**src/sv/nrlt_pkg.sv**
```systemverilog
package nrlt_pkg;

    localparam int LINE_W = 20;
    localparam int COL_W  = 16;

    localparam logic MODE_INSERT = 1'b0;
    localparam logic MODE_QUERY  = 1'b1;

endpackage

```
**src/sv/nrlt_scan.sv**
```systemverilog
// running best match over entries presented one per cycle while valid is high
module nrlt_scan
    import nrlt_pkg::*;
#(
    parameter int ADDR_BITS = 24
) (
    input  logic                 clk,
    input  logic                 rst_n,
    input  logic                 clear,
    input  logic                 valid,
    input  logic [ADDR_BITS-1:0] addr,
    input  logic [ADDR_BITS-1:0] ent_begin,
    input  logic [ADDR_BITS-1:0] ent_end,
    input  logic [LINE_W-1:0]    ent_line,
    input  logic [COL_W-1:0]     ent_col,
    output logic [LINE_W-1:0]    best_line,
    output logic [COL_W-1:0]     best_col
);

    logic                 have_reg, have_next;
    logic [ADDR_BITS-1:0] width_reg, width_next;
    logic [LINE_W-1:0]    line_reg, line_next;
    logic [COL_W-1:0]     col_reg, col_next;
    logic                 hit;
    logic [ADDR_BITS-1:0] width;
    logic                 take;

    always_comb
    begin
        hit   = (ent_begin <= addr) && (addr < ent_end);
        width = ent_end - ent_begin;
        // strict less-than keeps the earliest entry on a tie
        take  = valid && hit && (!have_reg || (width < width_reg));

        have_next  = have_reg;
        width_next = width_reg;
        line_next  = line_reg;
        col_next   = col_reg;
        if (take)
        begin
            have_next  = 1'b1;
            width_next = width;
            line_next  = ent_line;
            col_next   = ent_col;
        end
    end

    always_ff @(posedge clk or negedge rst_n)
    begin
        if (!rst_n)
        begin
            have_reg  <= 1'b0;
            width_reg <= '0;
            line_reg  <= '0;
            col_reg   <= '0;
        end
        else if (clear)
        begin
            have_reg  <= 1'b0;
            width_reg <= '0;
            line_reg  <= '0;
            col_reg   <= '0;
        end
        else
        begin
            have_reg  <= have_next;
            width_reg <= width_next;
            line_reg  <= line_next;
            col_reg   <= col_next;
        end
    end

    // includes the entry being evaluated this cycle
    assign best_line = line_next;
    assign best_col  = col_next;

endmodule

```
**config.mk**
```make
export PLATFORM = sky130hd
export DESIGN_NAME = nrlt_scan
export DESIGN_NICKNAME = d
export VERILOG_FILES = /design/src/sv/nrlt_pkg.sv /design/src/sv/nrlt_scan.sv
export SDC_FILE = /design/constraint.sdc
export NUM_CORES = 1
export LEC_CHECK = 0
export ABC_AREA = 0
export BUFFER_PORTS_ARGS = -buffer_cell sky130_fd_sc_hd__buf_2
export CELL_PAD_IN_SITES_DETAIL_PLACEMENT = 1
export CELL_PAD_IN_SITES_GLOBAL_PLACEMENT = 1
export CORE_MARGIN = 2
export CORE_UTILIZATION = 44
export DETAILED_ROUTE_END_ITERATION = 10
export PLACE_DENSITY_LB_ADDON = 0.1
export REMOVE_ABC_BUFFERS = 1
export SKIP_LAST_GASP = 1
export SLEW_MARGIN = 15
export SYNTH_ARGS = -nofsm -noshare
export SYNTH_HDL_FRONTEND = slang
export SYNTH_SLANG_ARGS = --single-unit
export TNS_END_PERCENT = 100
```
**constraint.sdc**
```tcl
create_clock -name clk -period 6.8 [get_ports clk]
set_clock_uncertainty 0.15 [all_clocks]
set_input_delay 0.68 -clock clk [delete_from_list [all_inputs] [get_ports clk]]
set_output_delay 0.68 -clock clk [all_outputs]
set_load 0.02 [all_outputs]
```
# --- Word level (Yosys, flattened, before mapping) ---
# Index checks and enable logic that the tools add are counted.
word_totals:
  regBits: 61
  in_bits: 112
  out_inout_bits: 36
classes:
  n_addsub: 1
  magnitude_cmp: 3
  n_mux: 8
  n_reduce_logical: 6
ops:
  columns: ["cell", "count"]
  rows:
  - ["$lt A24 B24 Y1", 2]
  - ["$mux W24", 2]
  - ["$mux W20", 2]
  - ["$mux W16", 2]
  - ["$le A24 B24 Y1", 1]
  - ["$sub A24 B24 Y24", 1]
  - ["$logic_and A1 B1 Y1", 3]
  - ["$mux W1", 2]
  - ["$reduce_bool A2 Y1", 1]
  - ["$logic_not A1 Y1", 1]
  - ["$logic_or A1 B1 Y1", 1]

# --- Longest topological paths before layout ---
# Gate-level depths: netlist (run 1).
depth:
  word_depth: 6
  ltp_mapped: 23

# --- Worst setup path before layout (run 1) ---
# OpenSTA, ideal clock, no wires.
synth_timing:
  path_type: "input -> output"
  startpoint: "in ent_begin[9]"
  endpoint: "out best_col[0]"
  t_arrival_ns: 4.204
  t_required_ns: 5.970
  slack_ns: 1.766
  stages: 19
  n_path_buf: 2
  path_cell_list: "inv_1 -> ha_1 -> o21a_1 -> a2111oi_0 -> nor3b_1 -> a21boi_0 -> o221ai_1 -> a21oi_1 -> xnor2_1 -> ha_1 -> a21oi_1 -> o21ai_0 -> a22o_1 -> a31oi_1 -> o211ai_1 -> a211o_1 -> buf_6 -> buf_6 -> mux2_4"
synth_between:
  elab_chain_len: 5
  word_cells_on_any_way: 8
  classes_between: "add/sub: 1; order compare: 2; mux: 1; reduce/logical: 4"
synth_rtl:
  columns: ["item", "line_no", "rtl"]
  rows:
  - ["from (decl)", "nrlt_scan.sv:12", "input logic [ADDR_BITS-1:0] ent_begin,"]
  - ["$sub A24 B24 Y24 or $le A24 B24 Y1 (tied branches)", "nrlt_scan.sv:31, nrlt_scan.sv:30", null]
  - ["$lt A24 B24 Y1 or $logic_and A1 B1 Y1 (tied branches)", "nrlt_scan.sv:33, nrlt_scan.sv:30", null]
  - ["$logic_or A1 B1 Y1 or $logic_and A1 B1 Y1 (tied branches)", "nrlt_scan.sv:33", "take = valid && hit && (!have_reg || (width < width_reg));"]
  - ["$logic_and A1 B1 Y1 (*)", "nrlt_scan.sv:33", null]
  - ["$mux W16 (*)", "nrlt_scan.sv:39", "if (take)"]
  - ["to (decl)", "nrlt_scan.sv:17", "output logic [COL_W-1:0] best_col"]
# Mark *: on every way between the ends. The rest lies on a longest branch, timed or not.

# --- Worst setup path in the final report (run 1) ---
layout_timing:
  startpoint: "in ent_begin[9]"
  endpoint: "out best_col[5]"
# Same word-level chain as after synthesis.

==> impl_metrics.py, run 1 <==
metrics = {
    "cts": {
        "clkLatencyLatePin_ns": 0.33,
        "cts_sinks": 61,
        "cts_tree": "done",
        "htree_num_levels": 3,
        "cts_buffer_depth": 2,
        "clk_pin_slew_worst_paths_ns": 0.05,
        "hold_buffers": 0,
        "cts_resized": 0,
        "cts-root-buf": "clkbuf_16",
        "cts_buffers": 9,
        "cts_setup_buffers": 0,
    },
    "global_route": {
        "grt_pass1_wl_mm": 24.83,
        "antenna_found_initial": 0,
        "grt.total_usage_pct": 21.39,
        "grt_pass1_vias": 5344,
        "grt_max_degree": 62,
        "overflow": 0,
    },
    "routing": {
        "drc": 0,
        "wl_per_cell_um": 15.36,
        "vias": 5017,
        "dr.pass1.iters": 5,
        "drtIter0Drc": 109,
        "ant_nets": 0,
        "vias_per_cell": 5.221,
        "totalWireLength_mm": 14.76,
    },
    "yosys": {
        "synth-async-reset-ratio_pct": 100.0,
        "ys_ff_latch": 61,
        "ys_warn_count": 0,
        "synth_edf_count": 0,
        "yosys_most_used_dff": "dfrtp_1",
        "avgSynthCellArea_um2": 9.029,
        "yosysTopAreaCell": "dfrtp_1",
        "synth_top_cell_area_share_pct": 26.33,
        "synth_area_leaders": "dfrtp_1, ha_1, mux2_4, inv_1, and2_1",
        "synth_cell_types": 57,
        "syn_area_mm2": 0.005797,
        "yosysSeqAreaShare_pct": 26.33,
        "synth_cells": 642,
    },
    "floorplanning": {
        "coreArea_mm2": 0.01272,
        "io_pins": 148,
        "die_x_um": 118.8,
        "die_height_um": 118.8,
        "fp-row-count": 41,
        "die_area_mm2": 0.01411,
        "initial_core_util_pct": 45.56,
    },
    "critical_path": {
        "start_kind": "primary input",
        "crit_path_top_delay_cell": "a211o_4",
        "arrival_ns": 5.28,
        "worstSetupEndpointType": "output pin",
        "worstRegToRegCells": 11,
        "cpPeakStageDelay_ns": 0.61,
        "critPathMaxFanout": 49,
        "path_cells": "buf_2 > inv_1 > ha_1 > o21a_1 > a2111oi_0 > nor3b_1 > a21boi_0 > o221ai_1 > a21oi_1 > xnor2_1 > ha_1 > a21oi_1 > o21ai_0 > a22o_1 > a31oi_1 > o211ai_1 > a211o_4 > mux2_4 > buf_2",
        "crit_required_ns": 5.97,
        "worstSetupPathType": "in2out",
    },
    "finish": {
        "layout_common_cells": "buf_2, inv_1, ha_1, dfrtp_1",
        "final_util_pct": 55.06,
        "final_common_cell": "buf_2",
        "fin_cells": 961,
        "largest_register_ffs": 24,
        "area_growth_pct": 20.83,
        "fillers": 1568,
        "num_antenna_cells": 0,
        "final_nets": 990,
        "drive_gt1_share_pct": 25.98,
    },
    "sta": {
        "max_freq_mhz": 163.7,
        "relSlewSlack_pct": 40.62,
        "hold_viol": 0,
        "setup_slack_ns": 0.6903,
        "finalSetupTns_ns": 0,
        "rsz0062_at_grt": "false",
        "period_share_pct": 89.85,
        "tightestPinTransition_ns": 0.8898,
        "period_minus_slack_ns": 6.110,
        "report.final.slew_viol_count": 0,
        "setup_viol": 0,
    },
    "placement": {
        "place_inst": 945,
        "routabilityCongestion": 0.8776,
        "port_buffers": 147,
        "dp_slack_ns": 0.8233,
        "dp_hpwl_mm": 12.30,
    },
    "pwr": {
        "powerDensity_mw_per_mm2": 207.2,
        "ir_worst_vdd_mv": 0.08981,
        "leakagePower_nw": 3.933,
    },
    "status": {
        "status": "finished, final reports clean",
    },
    "run": {
        "cap_violations": 0,
    },
    "hold_path": {
        "hold_class": "in2async",
    },
}
==> layer usage <==
metal	part of all wire (%)	track usage [%]	vias up
met3	4.5	2.944	19
met4	2.0	7.292	0
met5	0	0	-
met1	48	28.63	2364
li1	-	-	2504
met2	46	35.38	130
==> per-stage QoR <==
stage,instance area (um2),hold WS [ns],power (W)
2_1_floorplan,5688,0.2344,0.0007789
3_3_place_gp,6663,0.3534,0.0009123
3_5_place_dp,6663,0.3691,0.0009398
4_1_cts,7004,0.3717,0.001472
5_1_grt,7004,0.4048,0.001551
6_report,7004,0.3426,0.001452
==> where the power goes <==
part / total [W] / leakage, nW / internal, W / switching (W)
Clock: 0.000519 / 0.167 / 0.000367 / 0.000152
Sequential: 0.000402 / 0.834 / 0.000391 / 0.0000112
Combinational: 0.000531 / 2.93 / 0.000237 / 0.000293
Total: 0.00145 / 3.93 / 0.000995 / 0.000456
==> worst max-delay path: cells and delay by family <==
| kind | cells | cell delay [ns] |
|---|---|---|
| AO/OA/AOI/OAI | 11 | 2.83 |
| buffers and inverters | 3 | 0.30 |
| XOR/XNOR | 1 | 0.18 |
| adder cells (fa/ha/maj) | 2 | 0.68 |
| multiplexers | 1 | 0.41 |
| AND/OR/NAND/NOR | 1 | 0.15 |
==> kinds of logic after synthesis <==
logic type	count (synthesis)	share of synthesized area, %
and+or+nand+nor	147	13.04
AOI/OAI and AO/OA	145	16.64
buffers and inverters	125	8.806
adders and majority gates	94	20.42
DFF	61	26.33
muxes	50	11.74
xor gates and xnor gates	20	3.022
==> synthesized netlist by cell type (all sizes together) (11+ instances only) <==
cell	count
nand3	12
dfrtp	61
a21oi	40
nand4	11
mux2i	14
xnor2	16
o21ai	25
nor2	40
a21o	17
ha	93
nand2	25
inv	107
mux2	36
and2	38
==> worst paths after layout <==
path,start,to,slack (ns)
setup / recovery,ent_begin[9],best_col[5],0.69
hold / removal,rst_n,col_reg[3],0.34
setup reg to reg,width_reg[23],width_reg[11],3.50
hold reg to reg,width_reg[5],width_reg[5],0.38
max in group asynchronous,rst_n,col_reg[2],5.64
min in group clk,width_reg[5],width_reg[5],0.38
==> layout make-up <==
cell class / instances / area (um2) / share of cell area, %
repair buffers: 149 / 750.7 / 10.72
multi-input cells: 456 / 3769 / 53.80
clock buffers: 12 / 246.5 / 3.519
well taps: 172 / 215.2 / 3.073
flip-flops and latches: 61 / 1526 / 21.79
inverters: 107 / 401.6 / 5.734
clock inverters: 4 / 95.09 / 1.358
(Power assumes the default switching activity.)
==> inputs of run 2 (changes only) <==
--- a/config.mk
+++ b/config.mk
@@ -13,6 +13,7 @@
 export CORE_UTILIZATION = 44
 export DETAILED_ROUTE_END_ITERATION = 10
 export PLACE_DENSITY_LB_ADDON = 0.1
+export RECOVER_POWER = 50
 export REMOVE_ABC_BUFFERS = 1
 export SKIP_LAST_GASP = 1
 export SLEW_MARGIN = 15
==> impl_metrics.py, run 2 (synthesis gave the netlist of run 1 again) <==
metrics = {
    "pwr": {
        "pwr-share-comb_pct": 36.3,
        "powerDensity_mw_per_mm2": 207.1,
        "sw_frac_of_total_pct": 31.45,
        "leakagePower_nw": 3.896,
        "switching_power_w": 0.0004537,
        "p_seq_share_pct": 27.9,
        "ir_worst_vdd_mv": 0.08981,
        "power_w": 0.001443,
        "internal_power_w": 0.0009888,
        "power_frac_clock_pct": 35.8,
    },
    "routing": {
        "dr.pass1.iters": 4,
        "vias": 5024,
        "drtIter0Drc": 124,
        "wl_per_cell_um": 15.34,
        "ant_nets": 0,
        "totalWireLength_mm": 14.75,
        "vias_per_cell": 5.228,
        "drc": 0,
    },
    "cts": {
        "clkLatencyLatePin_ns": 0.33,
        "cts_tree": "done",
        "htree_num_levels": 3,
        "cts_sinks": 61,
        "cts_setup_buffers": 0,
        "cts-root-buf": "clkbuf_16",
        "cts_resized": 0,
        "hold_buffers": 0,
        "cts_buffers": 9,
        "cts_buffer_depth": 2,
        "clk_pin_slew_worst_paths_ns": 0.05,
    },
    "sta": {
        "period_minus_slack_ns": 6.183,
        "setup_viol": 0,
        "hold_viol": 0,
        "setup_slack_ns": 0.6169,
        "report.final.slew_viol_count": 62,
        "tightestPinTransition_ns": 3.146,
        "period_share_pct": 90.93,
        "relSlewSlack_pct": -109.7,
        "finalSetupTns_ns": 0,
        "rsz0062_at_grt": "false",
        "max_freq_mhz": 161.7,
    },
    "global_route": {
        "grt_pass1_vias": 5344,
        "grt.total_usage_pct": 21.39,
        "overflow": 0,
        "grt_pass1_wl_mm": 24.83,
        "antenna_found_initial": 0,
        "grt_max_degree": 62,
    },
    "critical_path": {
        "crit_start": "ent_begin[9]",
        "crit_path_top_delay_cell": "a211o_4",
        "worstSetupEndpointType": "output pin",
        "path_cells": "clkbuf_1 > inv_1 > ha_1 > o21a_1 > a2111oi_0 > nor3b_1 > a21boi_0 > o221ai_1 > a21oi_1 > xnor2_1 > ha_1 > a21oi_1 > o21ai_0 > a22o_1 > a31oi_1 > o211ai_1 > a211o_4 > mux2_1 > buf_2",
        "cpPeakStageDelay_ns": 0.60,
        "start_kind": "primary input",
        "critPathMaxFanout": 49,
        "crit_required_ns": 5.97,
        "arrival_ns": 5.35,
        "worstSetupPathType": "in2out",
        "timing.rr.start": "width_reg[23]",
    },
    "floorplanning": {
        "die_x_um": 118.8,
        "initial_core_util_pct": 45.56,
        "coreArea_mm2": 0.01272,
        "die_area_mm2": 0.01411,
        "die_height_um": 118.8,
        "fp-row-count": 41,
        "io_pins": 148,
    },
    "finish": {
        "fin_cells": 961,
        "drive_gt1_share_pct": 24.46,
        "area_growth_pct": 20.14,
        "layout_common_cells": "buf_2, inv_1, ha_1, dfrtp_1",
        "num_antenna_cells": 0,
        "final_common_cell": "buf_2",
        "final_util_pct": 54.74,
        "final_nets": 990,
        "largest_register_ffs": 24,
    },
    "placement": {
        "routabilityCongestion": 0.8776,
        "dp_slack_ns": 0.8233,
        "place_inst": 945,
        "dp_hpwl_mm": 12.30,
        "port_buffers": 147,
    },
    "status": {
        "status": "finished with violations",
        "violations": "max-capacitance violations, max-slew violations",
    },
    "hold_path": {
        "min_from": "width_reg[11]",
        "hold_class": "reg2reg",
    },
    "run": {
        "cap_violations": 1,
    },
}
run 2: changes by cell type in the layout (fill, tap and decap cells not counted), sizes merged:
cell / before / now
buf: 149 / 146
clkbuf: 12 / 15
run 2: area by class of cell:
class	count	area, um2
fill	1580	5758
multi-input combinational	456	3735
sequential	61	1526
timing repair buffer	149	744.5
inverter	107	401.6
clock buffer	12	246.5
tap	172	215.2
clock inverter	4	95.09
run 2: final timing paths:
path	endpoint	slack, ns	cells after the start
worst min register to register	width_reg[11]	0.38	2
worst max register to register	width_reg[11]	3.51	11
max in group asynchronous	col_reg[2]	3.38	2
min in group asynchronous	col_reg[3]	1.34	2
worst min-delay path	width_reg[11]	0.38	2
worst max-delay path	best_col[13]	0.62	19
run 2: stage by stage:
stage	area (um2)	hold slack, ns
2_1_floorplan	5688	0.2344
3_3_place_gp	6663	0.3534
3_5_place_dp	6663	0.3691
4_1_cts	7004	0.3717
5_1_grt	6964	0.4048
6_report	6964	0.3761
run 2: worst max-delay path: cells and delay by family:
| kind | cells | cell delay [ns] |
|---|---|---|
| AOI/OAI and AO/OA | 11 | 2.81 |
| xor gates and xnor gates | 1 | 0.18 |
| adders and majority gates | 2 | 0.68 |
| buffers and inverters | 3 | 0.35 |
| muxes | 1 | 0.45 |
| and+or+nand+nor | 1 | 0.15 |
run 2: layer usage:
metal	vias to the layer above	track usage, %	share of wire, %
li1	2506	-	-
met1	2373	28.63	48
met2	126	35.38	46
met3	19	2.944	4.3
met4	0	7.292	2.0
met5	-	0	0
run 2: power groups by stage:
| stage | sequential (W) | combinational [W] | clock (W) |
|---|---|---|---|
| finish | 0.000402 | 0.000523 | 0.000517 |
| global route | 0.000405 | 0.000592 | 0.000546 |
| CTS | 0.000402 | 0.000539 | 0.000531 |
| detailed placement | 0.000408 | 0.000532 | 0 |
| global placement | 0.000406 | 0.000506 | 0 |
| floorplan | 0.000404 | 0.000375 | 0 |
